**config.mk**
```make
export PLATFORM = sky130hd
export DESIGN_NAME = detector_head_box_decode_top
export DESIGN_NICKNAME = d
export VERILOG_FILES = /design/src/rtl/dhbd_pkg.sv /design/src/rtl/detector_head_box_decode_top.sv /design/src/rtl/dhbd_front.sv /design/src/rtl/dhbd_queue.sv /design/src/rtl/dhbd_back.sv
export SDC_FILE = /design/constraint.sdc
export NUM_CORES = 2
export LEC_CHECK = 0
export BUFFER_PORTS_ARGS = -buffer_cell sky130_fd_sc_hd__buf_2
export CAP_MARGIN = 30
export CORE_MARGIN = 3
export CORE_UTILIZATION = 60
export CTS_CLUSTER_DIAMETER = 100
export DETAILED_ROUTE_END_ITERATION = 7
export GPL_TIMING_DRIVEN = 0
export PLACE_DENSITY = 0.79
export SLEW_MARGIN = 15
export SYNTH_ARGS = -nofsm -noshare
export SYNTH_HDL_FRONTEND = slang
export SYNTH_SLANG_ARGS = --single-unit
```
**constraint.sdc**
```tcl
create_clock -name clk -period 10.28 [get_ports clk]
set_input_delay 0.514 -clock clk [delete_from_list [all_inputs] [get_ports clk]]
set_output_delay 0.514 -clock clk [all_outputs]
set_load 0.1 [all_outputs]
```
**src/rtl/dhbd_pkg.sv**
```systemverilog
// dhbd_pkg: shared types, widths and codes for the detector head box decoder
// used by every rtl file of the block; depends on nothing else
package dhbd_pkg;

  localparam int CMD_W       = 3;
  localparam int VAL_W       = 16;
  localparam int SCORE_W     = 15;
  localparam int DIM_W       = 13;
  localparam int CORNER_W    = 14;
  localparam int CLS_W       = 8;
  localparam int CFG_IDX_W   = 2;
  localparam int CFG_DATA_W  = 15;
  localparam int NUM_W       = 18;
  localparam int PROD_W      = 32;
  localparam int OUT_DATA_W  = 80;

  localparam int NUM_CLASSES_DEF = 80;
  localparam int QUEUE_DEPTH_DEF = 4;

  localparam logic [CMD_W-1:0] CMD_CX    = 3'd0;
  localparam logic [CMD_W-1:0] CMD_CY    = 3'd1;
  localparam logic [CMD_W-1:0] CMD_WIDTH = 3'd2;
  localparam logic [CMD_W-1:0] CMD_HGT   = 3'd3;
  localparam logic [CMD_W-1:0] CMD_SCORE = 3'd4;

  localparam logic [CFG_IDX_W-1:0] REG_THRESH  = 2'd0;
  localparam logic [CFG_IDX_W-1:0] REG_FWIDTH  = 2'd1;
  localparam logic [CFG_IDX_W-1:0] REG_FHEIGHT = 2'd2;

  localparam logic [SCORE_W-1:0] THRESH_RST = 15'd14746;
  localparam logic [DIM_W-1:0]   DIM_RST    = 13'd640;

  // divide by 20480 = 4096 * 5, the 5 through a reciprocal
  localparam int               DIV_SHIFT   = 12;
  localparam int               RECIP_W     = 19;
  localparam logic [RECIP_W-1:0] RECIP     = 19'd419431;
  localparam int               RECIP_SHIFT = 21;

  localparam logic [CORNER_W-1:0] CORNER_MAX = 14'h1fff;
  localparam logic [CORNER_W-1:0] CORNER_MIN = 14'h2000;

  typedef struct packed {
    logic signed [VAL_W-1:0] cx;
    logic signed [VAL_W-1:0] cy;
    logic signed [VAL_W-1:0] w;
    logic signed [VAL_W-1:0] h;
    logic [SCORE_W-1:0]      best;
    logic signed [CLS_W-1:0] cls;
  } anchor_t;

  typedef struct packed {
    logic [DIM_W-1:0] fwidth;
    logic [DIM_W-1:0] fheight;
  } dims_t;

endpackage

```
**src/rtl/detector_head_box_decode_top.sv**
```systemverilog
// detector_head_box_decode_top: detector head output decoder, top level
// front (config, capture, class maximum) -> record queue -> back (corner scaling)
// depends on dhbd_pkg, dhbd_front, dhbd_queue, dhbd_back
//
//   group  dir  payload
//   in_    in   tuser command, tdata value, tlast last of anchor
//   out_   out  tdata corners, best score, class index
//   cfg_   in   index 0 threshold, 1 frame width, 2 frame height
//
// one input transaction per cycle while in_tready is high; passing anchors give output
// the four-entry record queue absorbs output stalls, in_tready drops only when it is full
// output pipeline: four 18x14 multipliers, then reciprocal divide by 20480 and saturation
// rst_n is synchronous; no clearing pass after reset
module detector_head_box_decode_top #(
  parameter int NUM_CLASSES = dhbd_pkg::NUM_CLASSES_DEF,
  parameter int QUEUE_DEPTH = dhbd_pkg::QUEUE_DEPTH_DEF
) (
  input  logic                                clk,
  input  logic                                rst_n,
  input  logic                                in_tvalid,
  output logic                                in_tready,
  input  logic signed [dhbd_pkg::VAL_W-1:0]   in_tdata,   // [15:0] value
  input  logic [dhbd_pkg::CMD_W-1:0]          in_tuser,   // [2:0] command
  input  logic                                in_tlast,
  output logic                                out_tvalid,
  input  logic                                out_tready,
  // [13:0] box_left, [27:14] box_top, [41:28] box_right, [55:42] box_bottom,
  // [70:56] best_score, [78:71] class_index, [79] zero
  output logic [dhbd_pkg::OUT_DATA_W-1:0]     out_tdata,
  input  logic                                cfg_valid,
  output logic                                cfg_ready,
  input  logic [dhbd_pkg::CFG_IDX_W-1:0]      cfg_index,
  input  logic [dhbd_pkg::CFG_DATA_W-1:0]     cfg_data
);

  logic              q_full, q_not_empty, push, pop;
  dhbd_pkg::anchor_t push_data, head;
  dhbd_pkg::dims_t   dims;

  dhbd_front #(.NUM_CLASSES(NUM_CLASSES)) u_front (
    .clk       (clk),
    .rst_n     (rst_n),
    .in_tvalid (in_tvalid),
    .in_tready (in_tready),
    .in_tdata  (in_tdata),
    .in_tuser  (in_tuser),
    .in_tlast  (in_tlast),
    .cfg_valid (cfg_valid),
    .cfg_ready (cfg_ready),
    .cfg_index (cfg_index),
    .cfg_data  (cfg_data),
    .q_full    (q_full),
    .push      (push),
    .push_data (push_data),
    .dims      (dims)
  );

  dhbd_queue #(.DEPTH(QUEUE_DEPTH)) u_queue (
    .clk       (clk),
    .rst_n     (rst_n),
    .push      (push),
    .push_data (push_data),
    .full      (q_full),
    .pop       (pop),
    .not_empty (q_not_empty),
    .head      (head)
  );

  dhbd_back u_back (
    .clk         (clk),
    .rst_n       (rst_n),
    .dims        (dims),
    .q_not_empty (q_not_empty),
    .head        (head),
    .pop         (pop),
    .out_tvalid  (out_tvalid),
    .out_tready  (out_tready),
    .out_tdata   (out_tdata)
  );

endmodule

```
**src/rtl/dhbd_front.sv**
```systemverilog
// dhbd_front: configuration registers, box value capture and running class maximum
// pushes one anchor record per closed anchor that passes the threshold; uses dhbd_pkg
module dhbd_front #(
  parameter int NUM_CLASSES = dhbd_pkg::NUM_CLASSES_DEF
) (
  input  logic                                 clk,
  input  logic                                 rst_n,
  input  logic                                 in_tvalid,
  output logic                                 in_tready,
  input  logic signed [dhbd_pkg::VAL_W-1:0]    in_tdata,
  input  logic [dhbd_pkg::CMD_W-1:0]           in_tuser,
  input  logic                                 in_tlast,
  input  logic                                 cfg_valid,
  output logic                                 cfg_ready,
  input  logic [dhbd_pkg::CFG_IDX_W-1:0]       cfg_index,
  input  logic [dhbd_pkg::CFG_DATA_W-1:0]      cfg_data,
  input  logic                                 q_full,
  output logic                                 push,
  output dhbd_pkg::anchor_t                    push_data,
  output dhbd_pkg::dims_t                      dims
);

  localparam int CNT_W = $clog2(NUM_CLASSES + 1);

  logic [dhbd_pkg::SCORE_W-1:0] thresh_r;
  logic [dhbd_pkg::DIM_W-1:0]   fwidth_r, fheight_r;
  logic signed [dhbd_pkg::VAL_W-1:0] cx_r, cy_r, w_r, h_r;
  logic [dhbd_pkg::SCORE_W-1:0] best_r, best_nxt;
  logic signed [dhbd_pkg::CLS_W-1:0] cls_r, cls_nxt;
  logic [CNT_W-1:0] cnt_r, cnt_nxt;

  logic accept, is_score, take, gt, close;
  logic [dhbd_pkg::SCORE_W-1:0] best_upd;
  logic signed [dhbd_pkg::CLS_W-1:0] cls_upd;

  assign in_tready = !q_full;
  assign cfg_ready = 1'b1;
  assign accept    = in_tvalid && in_tready;
  assign is_score  = accept && (in_tuser == dhbd_pkg::CMD_SCORE);
  assign take      = cnt_r < CNT_W'(NUM_CLASSES);
  assign gt        = take && !in_tdata[dhbd_pkg::VAL_W-1]
                     && (in_tdata[dhbd_pkg::SCORE_W-1:0] > best_r);
  assign best_upd  = gt ? in_tdata[dhbd_pkg::SCORE_W-1:0] : best_r;
  assign cls_upd   = gt ? dhbd_pkg::CLS_W'(cnt_r) : cls_r;
  assign close     = is_score && in_tlast;

  always_comb begin
    best_nxt = best_r;
    cls_nxt  = cls_r;
    cnt_nxt  = cnt_r;
    if (close) begin
      best_nxt = '0;
      cls_nxt  = '1;
      cnt_nxt  = '0;
    end else if (is_score) begin
      best_nxt = best_upd;
      cls_nxt  = cls_upd;
      if (take) begin
        cnt_nxt = cnt_r + CNT_W'(1);
      end
    end
  end

  assign push           = close && (best_upd >= thresh_r);
  assign push_data.cx   = cx_r;
  assign push_data.cy   = cy_r;
  assign push_data.w    = w_r;
  assign push_data.h    = h_r;
  assign push_data.best = best_upd;
  assign push_data.cls  = cls_upd;
  assign dims.fwidth    = fwidth_r;
  assign dims.fheight   = fheight_r;

  always_ff @(posedge clk) begin
    if (!rst_n) begin
      thresh_r  <= dhbd_pkg::THRESH_RST;
      fwidth_r  <= dhbd_pkg::DIM_RST;
      fheight_r <= dhbd_pkg::DIM_RST;
      cx_r      <= '0;
      cy_r      <= '0;
      w_r       <= '0;
      h_r       <= '0;
      best_r    <= '0;
      cls_r     <= '1;
      cnt_r     <= '0;
    end else begin
      best_r <= best_nxt;
      cls_r  <= cls_nxt;
      cnt_r  <= cnt_nxt;
      if (cfg_valid && cfg_ready) begin
        case (cfg_index)
          dhbd_pkg::REG_THRESH:  thresh_r  <= cfg_data;
          dhbd_pkg::REG_FWIDTH:  fwidth_r  <= cfg_data[dhbd_pkg::DIM_W-1:0];
          dhbd_pkg::REG_FHEIGHT: fheight_r <= cfg_data[dhbd_pkg::DIM_W-1:0];
          default: ;
        endcase
      end
      if (accept) begin
        case (in_tuser)
          dhbd_pkg::CMD_CX:    cx_r <= in_tdata;
          dhbd_pkg::CMD_CY:    cy_r <= in_tdata;
          dhbd_pkg::CMD_WIDTH: w_r  <= in_tdata;
          dhbd_pkg::CMD_HGT:   h_r  <= in_tdata;
          default: ;
        endcase
      end
    end
  end

  a_push_above_thresh: assert property (@(posedge clk) disable iff (!rst_n)
    push |-> (push_data.best >= thresh_r))
    else $error("record pushed below threshold");

  a_class_has_score: assert property (@(posedge clk) disable iff (!rst_n)
    (cls_r != '1) |-> (best_r != '0))
    else $error("running class set without positive score");

  a_count_bound: assert property (@(posedge clk) disable iff (!rst_n)
    cnt_r <= CNT_W'(NUM_CLASSES))
    else $error("class counter past class count");

endmodule

```
**src/rtl/dhbd_queue.sv**
```systemverilog
// dhbd_queue: small flip-flop fifo of anchor records between front and back
// uses dhbd_pkg for the record type
module dhbd_queue #(
  parameter int DEPTH = dhbd_pkg::QUEUE_DEPTH_DEF
) (
  input  logic               clk,
  input  logic               rst_n,
  input  logic               push,
  input  dhbd_pkg::anchor_t  push_data,
  output logic               full,
  input  logic               pop,
  output logic               not_empty,
  output dhbd_pkg::anchor_t  head
);

  localparam int PTR_W = (DEPTH > 1) ? $clog2(DEPTH) : 1;
  localparam int CNT_W = $clog2(DEPTH + 1);

  dhbd_pkg::anchor_t slot_r [DEPTH];
  logic [PTR_W-1:0] wr_r, wr_nxt, rd_r, rd_nxt;
  logic [CNT_W-1:0] count_r, count_nxt;
  logic do_pop;

  assign full      = count_r == CNT_W'(DEPTH);
  assign not_empty = count_r != '0;
  assign head      = slot_r[rd_r];
  assign do_pop    = pop && not_empty;

  always_comb begin
    wr_nxt    = wr_r;
    rd_nxt    = rd_r;
    count_nxt = count_r;
    if (push) begin
      wr_nxt = (wr_r == PTR_W'(DEPTH - 1)) ? '0 : wr_r + PTR_W'(1);
    end
    if (do_pop) begin
      rd_nxt = (rd_r == PTR_W'(DEPTH - 1)) ? '0 : rd_r + PTR_W'(1);
    end
    if (push && !do_pop) begin
      count_nxt = count_r + CNT_W'(1);
    end else if (do_pop && !push) begin
      count_nxt = count_r - CNT_W'(1);
    end
  end

  always_ff @(posedge clk) begin
    if (push) begin
      slot_r[wr_r] <= push_data;
    end
  end

  always_ff @(posedge clk) begin
    if (!rst_n) begin
      wr_r    <= '0;
      rd_r    <= '0;
      count_r <= '0;
    end else begin
      wr_r    <= wr_nxt;
      rd_r    <= rd_nxt;
      count_r <= count_nxt;
    end
  end

  a_no_overflow: assert property (@(posedge clk) disable iff (!rst_n)
    push |-> !full)
    else $error("push into full queue");

  a_count_range: assert property (@(posedge clk) disable iff (!rst_n)
    count_r <= CNT_W'(DEPTH))
    else $error("queue count out of range");

  a_ptr_gap: assert property (@(posedge clk) disable iff (!rst_n)
    (count_r == '0) |-> (wr_r == rd_r))
    else $error("empty queue with pointers apart");

endmodule

```
**src/rtl/dhbd_back.sv**
```systemverilog
// dhbd_back: corner scaling pipeline and output register
// multiply by frame size, divide by 20480 with truncation, saturate; uses dhbd_pkg
module dhbd_back (
  input  logic                                  clk,
  input  logic                                  rst_n,
  input  dhbd_pkg::dims_t                       dims,
  input  logic                                  q_not_empty,
  input  dhbd_pkg::anchor_t                     head,
  output logic                                  pop,
  output logic                                  out_tvalid,
  input  logic                                  out_tready,
  output logic [dhbd_pkg::OUT_DATA_W-1:0]       out_tdata
);

  function automatic logic [dhbd_pkg::CORNER_W-1:0] scale_corner(
    input logic signed [dhbd_pkg::PROD_W-1:0] p
  );
    logic [dhbd_pkg::PROD_W-2:0] mag;
    logic [17:0] a;
    logic [36:0] prod;
    logic [15:0] q;
    mag  = p[dhbd_pkg::PROD_W-1] ? 31'(-p) : p[dhbd_pkg::PROD_W-2:0];
    a    = mag[29:dhbd_pkg::DIV_SHIFT];
    prod = 37'(a) * 37'(dhbd_pkg::RECIP);
    q    = prod[36:dhbd_pkg::RECIP_SHIFT];
    if (!p[dhbd_pkg::PROD_W-1]) begin
      scale_corner = (q > 16'(dhbd_pkg::CORNER_MAX)) ? dhbd_pkg::CORNER_MAX
                                                     : q[dhbd_pkg::CORNER_W-1:0];
    end else begin
      scale_corner = (q > 16'd8192) ? dhbd_pkg::CORNER_MIN
                                    : (~q[dhbd_pkg::CORNER_W-1:0] + 14'd1);
    end
  endfunction

  logic adv;
  logic s1_valid_r;
  logic signed [dhbd_pkg::PROD_W-1:0] pl_r, pt_r, pr_r, pb_r;
  logic [dhbd_pkg::SCORE_W-1:0] s1_best_r;
  logic signed [dhbd_pkg::CLS_W-1:0] s1_cls_r;

  logic signed [dhbd_pkg::NUM_W-1:0] cx2, cy2, wx, hy;
  logic signed [dhbd_pkg::NUM_W-1:0] nl, nt, nr, nb;
  logic signed [dhbd_pkg::DIM_W:0] fw_s, fh_s;

  logic out_valid_r;
  logic [dhbd_pkg::CORNER_W-1:0] left_r, top_r, right_r, bottom_r;
  logic [dhbd_pkg::SCORE_W-1:0] best_r;
  logic signed [dhbd_pkg::CLS_W-1:0] cls_r;

  assign adv = !out_valid_r || out_tready;
  assign pop = adv && q_not_empty;

  assign cx2  = {head.cx[dhbd_pkg::VAL_W-1], head.cx, 1'b0};
  assign cy2  = {head.cy[dhbd_pkg::VAL_W-1], head.cy, 1'b0};
  assign wx   = {{2{head.w[dhbd_pkg::VAL_W-1]}}, head.w};
  assign hy   = {{2{head.h[dhbd_pkg::VAL_W-1]}}, head.h};
  assign nl   = cx2 - wx;
  assign nr   = cx2 + wx;
  assign nt   = cy2 - hy;
  assign nb   = cy2 + hy;
  assign fw_s = {1'b0, dims.fwidth};
  assign fh_s = {1'b0, dims.fheight};

  always_ff @(posedge clk) begin
    if (adv) begin
      pl_r      <= dhbd_pkg::PROD_W'(nl) * dhbd_pkg::PROD_W'(fw_s);
      pr_r      <= dhbd_pkg::PROD_W'(nr) * dhbd_pkg::PROD_W'(fw_s);
      pt_r      <= dhbd_pkg::PROD_W'(nt) * dhbd_pkg::PROD_W'(fh_s);
      pb_r      <= dhbd_pkg::PROD_W'(nb) * dhbd_pkg::PROD_W'(fh_s);
      s1_best_r <= head.best;
      s1_cls_r  <= head.cls;
      left_r    <= scale_corner(pl_r);
      top_r     <= scale_corner(pt_r);
      right_r   <= scale_corner(pr_r);
      bottom_r  <= scale_corner(pb_r);
      best_r    <= s1_best_r;
      cls_r     <= s1_cls_r;
    end
  end

  always_ff @(posedge clk) begin
    if (!rst_n) begin
      s1_valid_r  <= 1'b0;
      out_valid_r <= 1'b0;
    end else if (adv) begin
      s1_valid_r  <= q_not_empty;
      out_valid_r <= s1_valid_r;
    end
  end

  assign out_tvalid = out_valid_r;
  assign out_tdata  = {1'b0, cls_r, best_r, bottom_r, right_r, top_r, left_r};

  a_none_class_zero: assert property (@(posedge clk) disable iff (!rst_n)
    (out_valid_r && (cls_r == '1)) |-> (best_r == '0))
    else $error("no class but nonzero score");

  a_pop_only_on_adv: assert property (@(posedge clk) disable iff (!rst_n)
    pop |=> s1_valid_r)
    else $error("popped record lost before stage one");

  a_stall_holds_stage: assert property (@(posedge clk) disable iff (!rst_n)
    (!adv && s1_valid_r) |=> s1_valid_r)
    else $error("stage one dropped during stall");

endmodule
```
# ---- After elaboration in Yosys (flattened, before gate mapping)
# Memory sizes are Yosys's and may differ from the RTL's. A register that Yosys moved wholly into a read port is not among the register bits.
# Index checks and enable logic that the tools add are counted.
dict set report totals {
  ramBits 348
  n_memories 1
  word_cells 133
  output_inout_bits 83
  reg_bits 374
}
dict set report classes {
  n_mul 8
  muxes 26
  reduce_logical 29
  n_eq_ne 9
  bitwise 5
  order_cmp 11
  addsub 17
}
# memory words word_bits read_ports rd_clocked_by_memory_dff write_ports line_no
set mem_list {}
lappend mem_list {u_queue.slot_r 4 87 1 1 1 dhbd_queue.sv:19} ;# dhbd_pkg::anchor_t slot_r [DEPTH];
# operator n
set ops {}
lappend ops {{14-bit two-way mux} 12}
lappend ops {{18-bit by 19-bit multiplier with 37-bit output (second input constant)} 4}
lappend ops {{18-bit by 14-bit multiplier with 32-bit output} 4}
lappend ops {{30-bit two-way mux} 4}
lappend ops {{30-bit negation} 4}
lappend ops {{16-bit by 13-bit greater-than comparator with 1-bit output (second input constant)} 4}
lappend ops {{16-bit by 14-bit greater-than comparator with 1-bit output (second input constant)} 4}
lappend ops {{14-bit by 1-bit adder with 14-bit output (second input constant)} 4}
lappend ops {{14-bit NOT} 4}
lappend ops {{17-bit by 16-bit adder with 18-bit output} 2}
lappend ops {{17-bit by 16-bit subtractor with 18-bit output} 2}
lappend ops {{2-bit AND reduction} 8}
lappend ops {{15-bit >= comparator} 1}
lappend ops {{15-bit greater-than comparator} 1}
lappend ops {{15-bit two-way mux} 1}
lappend ops {{1-bit logical AND} 10}
lappend ops {{2-bit two-way mux} 4}
lappend ops {{8-bit two-way mux} 1}
lappend ops {{7-bit by 1-bit adder with 7-bit output (second input constant)} 1}
lappend ops {{7-bit < comparator (second input constant)} 1}
lappend ops {{2-bit equality test (second input constant)} 3}
lappend ops {{3-bit by 2-bit equality test with 1-bit output (second input constant)} 2}
lappend ops {{3-bit equality test (second input constant)} 2}
lappend ops {{3-bit two-way mux} 2}
lappend ops {{14 further kinds} 20}

# ---- Depth between registers and ports, before layout
dict set report depth {
  depth_word 10
  mapped_depth 40
}

# ---- By module
# From an unflattened synthesis, not the netlist that was laid out.
dict set report hier_totals {
  hier_cells 8670
  area_unflattened_um2 88985.3
}
# mod cells_per_inst n_inst area_each_um2 seq_area_each_um2
set by_module_without_submodules {}
lappend by_module_without_submodules {dhbd_back 7438 1 69890.8 6766.5}
lappend by_module_without_submodules {dhbd_queue 501 1 13013.7 10630.2}
lappend by_module_without_submodules {dhbd_front 731 1 6080.8 2702.6}

# ---- Worst setup path before layout
# No wires, ideal clock.
dict set report synth_timing {
  path_type {reg2reg}
  startpoint {reg (tool-made name)}
  endpoint {reg u_back.pt_r[31] (netlist name), data pin}
  path_stages_with_launch 38
  path_buffers 5
  arrival_ns 9.817
  path_slack_ns 0.203
  required_time_ns 10.020
  cell_sequence {dfxtp_1 clkbuf_1 clkbuf_1 buf_1 mux4_2 ha_1 clkbuf_1 a21o_1 a2111oi_0 a21oi_1 a41o_1 o41ai_1 o211ai_1 o21ai_0 clkbuf_1 nand2_1 fa_1 inv_1 (+2 left out) inv_1 fa_1 inv_1 fa_1 inv_1 fa_1 inv_1 ha_1 a21o_1 a21oi_1 o21ai_0 a211o_1 a21oi_1 o21ai_0 nor3_1 o21bai_1 a21oi_1 xnor2_1}
}
# item line_no
set synth_lines {}
lappend synth_lines {{to (signal assigned)} dhbd_back.sv:68} ;# pt_r <= dhbd_pkg::PROD_W'(nt) * dhbd_pkg::PROD_W'(fh_s);
lappend synth_lines {{to (decl)} dhbd_back.sv:37} ;# logic signed [dhbd_pkg::PROD_W-1:0] pl_r, pt_r, pr_r, pb_r;

# ---- Worst setup path in the final report
dict set report layout_timing {
  startpoint {reg u_back.pt_r[4] (netlist name)}
  endpoint {reg u_back.top_r[3] (netlist name), data pin}
}
dict set report layout_between {
  elab_chain_len 7
  word_cells_on_any_way 10
  classes_between {2 x add/sub; 1 x mul; 2 x order compare; 4 x mux; 1 x bitwise}
}
# item line_no
set layout_rtl {}
lappend layout_rtl {{30-bit negation (*)} dhbd_back.sv:22} ;# mag = p[dhbd_pkg::PROD_W-1] ? 31'(-p) : p[dhbd_pkg::PROD_W-2:0];
lappend layout_rtl {{30-bit two-way mux (*)} dhbd_back.sv:22}
lappend layout_rtl {{18-bit by 19-bit multiplier with 37-bit output (*)} dhbd_back.sv:24} ;# prod = 37'(a) * 37'(dhbd_pkg::RECIP);
lappend layout_rtl {{14-bit NOT} dhbd_back.sv:31} ;# : (~q[dhbd_pkg::CORNER_W-1:0] + 14'd1);
lappend layout_rtl {{14-bit by 1-bit adder with 14-bit output} dhbd_back.sv:31}
lappend layout_rtl {{14-bit two-way mux} dhbd_back.sv:30} ;# scale_corner = (q > 16'd8192) ? dhbd_pkg::CORNER_MIN
lappend layout_rtl {{14-bit two-way mux (*)} dhbd_back.sv:26} ;# if (!p[dhbd_pkg::PROD_W-1]) begin
lappend layout_rtl {{to (signal assigned)} dhbd_back.sv:73} ;# top_r <= scale_corner(pt_r);
lappend layout_rtl {{to (decl)} dhbd_back.sv:46} ;# logic [dhbd_pkg::CORNER_W-1:0] left_r, top_r, right_r, bottom_r;
# Every way passes the cells marked *; elsewhere a longest branch is shown, timed or not.
# A chain may end at the register's enable or synchronous reset.

==> summary.md <==
| Metric | Value |
|---|---|
| Clk_lat worst skew | `690 ps` |
| Depth of the critical timing path with buffers and inverters included | `34` |
| Delay of the slowest cell on the worst path | `540 ps` |
| Minimum setup slack after placement | `-1930 ps` |
| Worst-case headroom to the max-slew limit | `35.2%` |
| Ports | `125` |
| Final TNS setup | `0 ps` |
| Timing-limited maximum frequency | `97.9 MHz` |
| Fill cells | `10700` |
| Number of hold violations in the final report | `0` |
| First-pass GRT wire length | `341000 µm` |
| Number of vias in the routed layout | `61200` |
| Average cell area after synthesis | `10.3 µm²` |
| Number of levels the H-tree was split into | `3` |
| Initial antenna violation count | `11` |
| Initial detailed-routing violation count | `4696` |
| Placed instance area | `90600 µm²` |
| Top area cells in the synthesized netlist | `sky130_fd_sc_hd__fa_1, sky130_fd_sc_hd__edfxtp_1, sky130_fd_sc_hd__ha_1` |
| Flops & latches, synth | `718` |
| Unrepaired setup endpoints after global routing | `true` |
| Initial standard-cell utilization of the core | `60.6%` |
| Hold depth | `3` |
| Die span in x | `387 µm` |
| All-layer global routing usage | `28.6%` |
| CTS Root Buffer Type | `sky130_fd_sc_hd__clkbuf_16` |
| CTS sink cnt | `718` |
| HPWL reported at the end of detailed placement | `171000 µm` |
| Crit-path most repeated cell | `sky130_fd_sc_hd__fa_1` |
| Type of the tightest min-delay check | `input pin to flop` |
| Net count after synthesis | `10700` |
| Post-route setup slack | `69.9 ps` |
| Crit Path Class | `flop to flop` |
| Final core utilization | `66.6%` |
| Post-detailed-route DRC marker count | `0` |
| Highest-count cells in the layout ignoring fill and taps | `sky130_fd_sc_hd__inv_1, sky130_fd_sc_hd__fa_1, sky130_fd_sc_hd__ha_1` |
| Synthesized instance count | `8467` |
| Worst min-delay path endpoint | `u_front.thresh_r[13]` |
| Worst Reg2Reg Path Length in Cells | `34` |
| CP Launch Type | `flop` |
| Core area | `144000 µm²` |
| Placer congestion estimate | `0.967` |
| Post-synth EDFFs | `572` |
| Share of the synthesized area in the top cell type | `29.9%` |
| Routed len/inst | `19.9 µm` |
| Max Clock Skew | `48.0 ps` |
| Count of endpoints failing setup in the final report | `0` |
| Worst Path Required | `10760 ps` |
| Die boundary height | `387 µm` |
| First-pass DRT Iterations | `8` |
| Global route total overflow | `0` |
| PortBufs | `121` |
| Share of async-settable or async-resettable flops after synthesis | `0%` |
| Commonest non-fill, non-tap cell in the layout | `sky130_fd_sc_hd__inv_1` |
| Average vias per placed instance | `5.71` |
| Core Rows | `139` |
| Synth-to-Final Area Change | `9.88%` |
| Proportion of synthesized chip area in sequential cells | `23.0%` |
| Wire length after detailed routing | `213000 µm` |
| TritonCTS clock tree | `built` |
| Mapped Area | `87300 µm²` |
| Result of the run | `finished, final reports clean` |
| Kind of cell adding the most delay to the critical path | `simple AND/OR/NAND/NOR gates` |
| Share of final-layout standard cells stronger than drive strength 1 | `9.33%` |
| Clock input transition at the sequential cells of the worst setup and hold paths | `60 ps` |
| Post-route cell area | `95900 µm²` |
| Min Clock Period, post-route | `10210 ps` |
| Reg2Reg Launch Point | `u_back.pt_r[4]` |
| Data arrival, critical path | `10690 ps` |
| Antenna-violating nets left | `0` |
| Standard cell with the maximum stage delay on the critical path | `sky130_fd_sc_hd__fa_1` |
| Largest area contributor in the synthesized netlist | `sky130_fd_sc_hd__fa_1` |
| Start point of the worst min-delay path | `cfg_data[13]` |
| Kind of capture point of the worst setup path | `flop` |
| Nets@finish | `11000` |
| Warnings, synthesis | `0` |
| Max-slew violation count | `0` |
| Register-to-register setup slack | `70 ps` |
| Endpoint of the worst-slack reg-to-reg timing path | `u_back.top_r[3]` |
| Slew at the pin with the worst max-slew slack | `972 ps` |
| MaxCap Viol Count | `0` |
| Pin count of the biggest net entering global routing | `101` |
| Number of distinct library cells after synthesis | `88` |
| Final cycle utilization of the critical path | `99.3%` |
| Num CTS Buffers | `77` |
| Number of buffers and inverters on the critical path | `4` |
| Via count of the first global-routing pass | `64500` |
| Maximum root-to-sink buffer count | `3` |
| Primary FF master, synth | `sky130_fd_sc_hd__edfxtp_1` |
| Area of the die | `150000 µm²` |
| Worst-path fanout max | `5` |
| Count of hold-fix buffers inserted at cts | `0` |
==> area by class of cell <==
class / instances / area, µm² / area share (%)
multi-input cells: 5685 / 61500 / 64.1
flip-flops and latches: 718 / 20100 / 21.0
inverters: 1785 / 6710 / 6.99
well taps: 1903 / 2380 / 2.48
clock buffers: 104 / 2160 / 2.25
repair buffers: 211 / 1440 / 1.50
plain buffers: 272 / 1210 / 1.27
clock inverters: 39 / 465 / 0.485
diodes: 5 / 12.5 / 0.0130
==> flip-flops by register name, summed over array words and instances (netlist names), 16 cells and up, named ones only <==
| name | count |
|---|---|
| u_back.pt_r | 30 |
| u_front.cx_r | 16 |
| u_back.pl_r | 30 |
| u_back.pb_r | 31 |
| u_queue.slot_r | 348 |
| u_front.cy_r | 16 |
| u_back.pr_r | 31 |
| u_front.w_r | 16 |
| u_front.h_r | 16 |
==> synthesized netlist by cell type (all sizes together) (15+ instances only) <==
master / count
inv: 1785
fa: 1305
ha: 929
nand2: 836
edfxtp: 572
and2: 449
clkbuf: 262
xnor2: 248
a21oi: 243
nor2: 209
o21ai: 208
dfxtp: 146
a21boi: 97
a21o: 89
mux4: 87
xor2: 87
nor3: 80
nand3: 69
nor2b: 68
o21a: 59
a211oi: 43
nand2b: 40
mux2i: 39
or3: 37
or2: 36
nand4: 32
o21bai: 32
and3: 30
o31ai: 30
o211ai: 29
a31oi: 27
nor4: 27
buf: 18
a311oi: 15
==> logic make-up (layout without fill, tap and decap cells) <==
kind of cell | count (synthesis) | after routing | synth area share, %
compound gates | 994 | 995 | 7.45
xor+xnor | 335 | 335 | 3.36
fa+ha+maj | 2234 | 2234 | 43.2
buf+inv | 2065 | 2411 | 8.89
flops | 718 | 718 | 23.0
mux | 138 | 138 | 2.85
other cells | 2 | 7 | 0.00860
simple gates | 1981 | 1981 | 11.2
==> worst min-delay path: stages <==
cell and delay (ps):
sky130_fd_sc_hd__buf_2 80, sky130_fd_sc_hd__nand2_1 40, sky130_fd_sc_hd__o211ai_1 90
==> stage by stage <==
step / hold WS [ps] / std cells
after detailed placement: 407 / 10500
after global placement: 407 / 10500
after global routing: 133 / 10700
after CTS: 90.7 / 10700
final: 119 / 10700
after floorplan: 400 / 8467
==> repair_timing <==
item,4_1_cts,5_1_grt
resized for setup,160,376
setup endpoints to repair,112,85
buffers inserted,20,56
pin swaps,20,97
cloned,0,2
==> layer usage <==
layer	up-vias	share of wire [%]	global-route usage, %
li1	27600	-	-
met1	30700	40	37.7
met2	2364	48	47.8
met3	499	8.0	5.45
met4	2	3.4	9.47
met5	-	0.0033	0
==> worst max path at each step <==
stage | start | slack [ps] | to
after CTS | flop | -20 | u_back.pl_r[29]
after floorplan | flop | 200 | u_back.pt_r[31]
after global placement | flop | -1920 | u_back.pb_r[31]
after detailed placement | flop | -1930 | u_back.pl_r[29]
after global routing | u_back.pt_r[4] | -250 | u_back.top_r[3]
final | u_back.pt_r[4] | 70 | u_back.top_r[3]
Power is left out: the tool's default activity adds up to more than one toggle a clock period on the data nets, which glitch-free logic cannot reach.
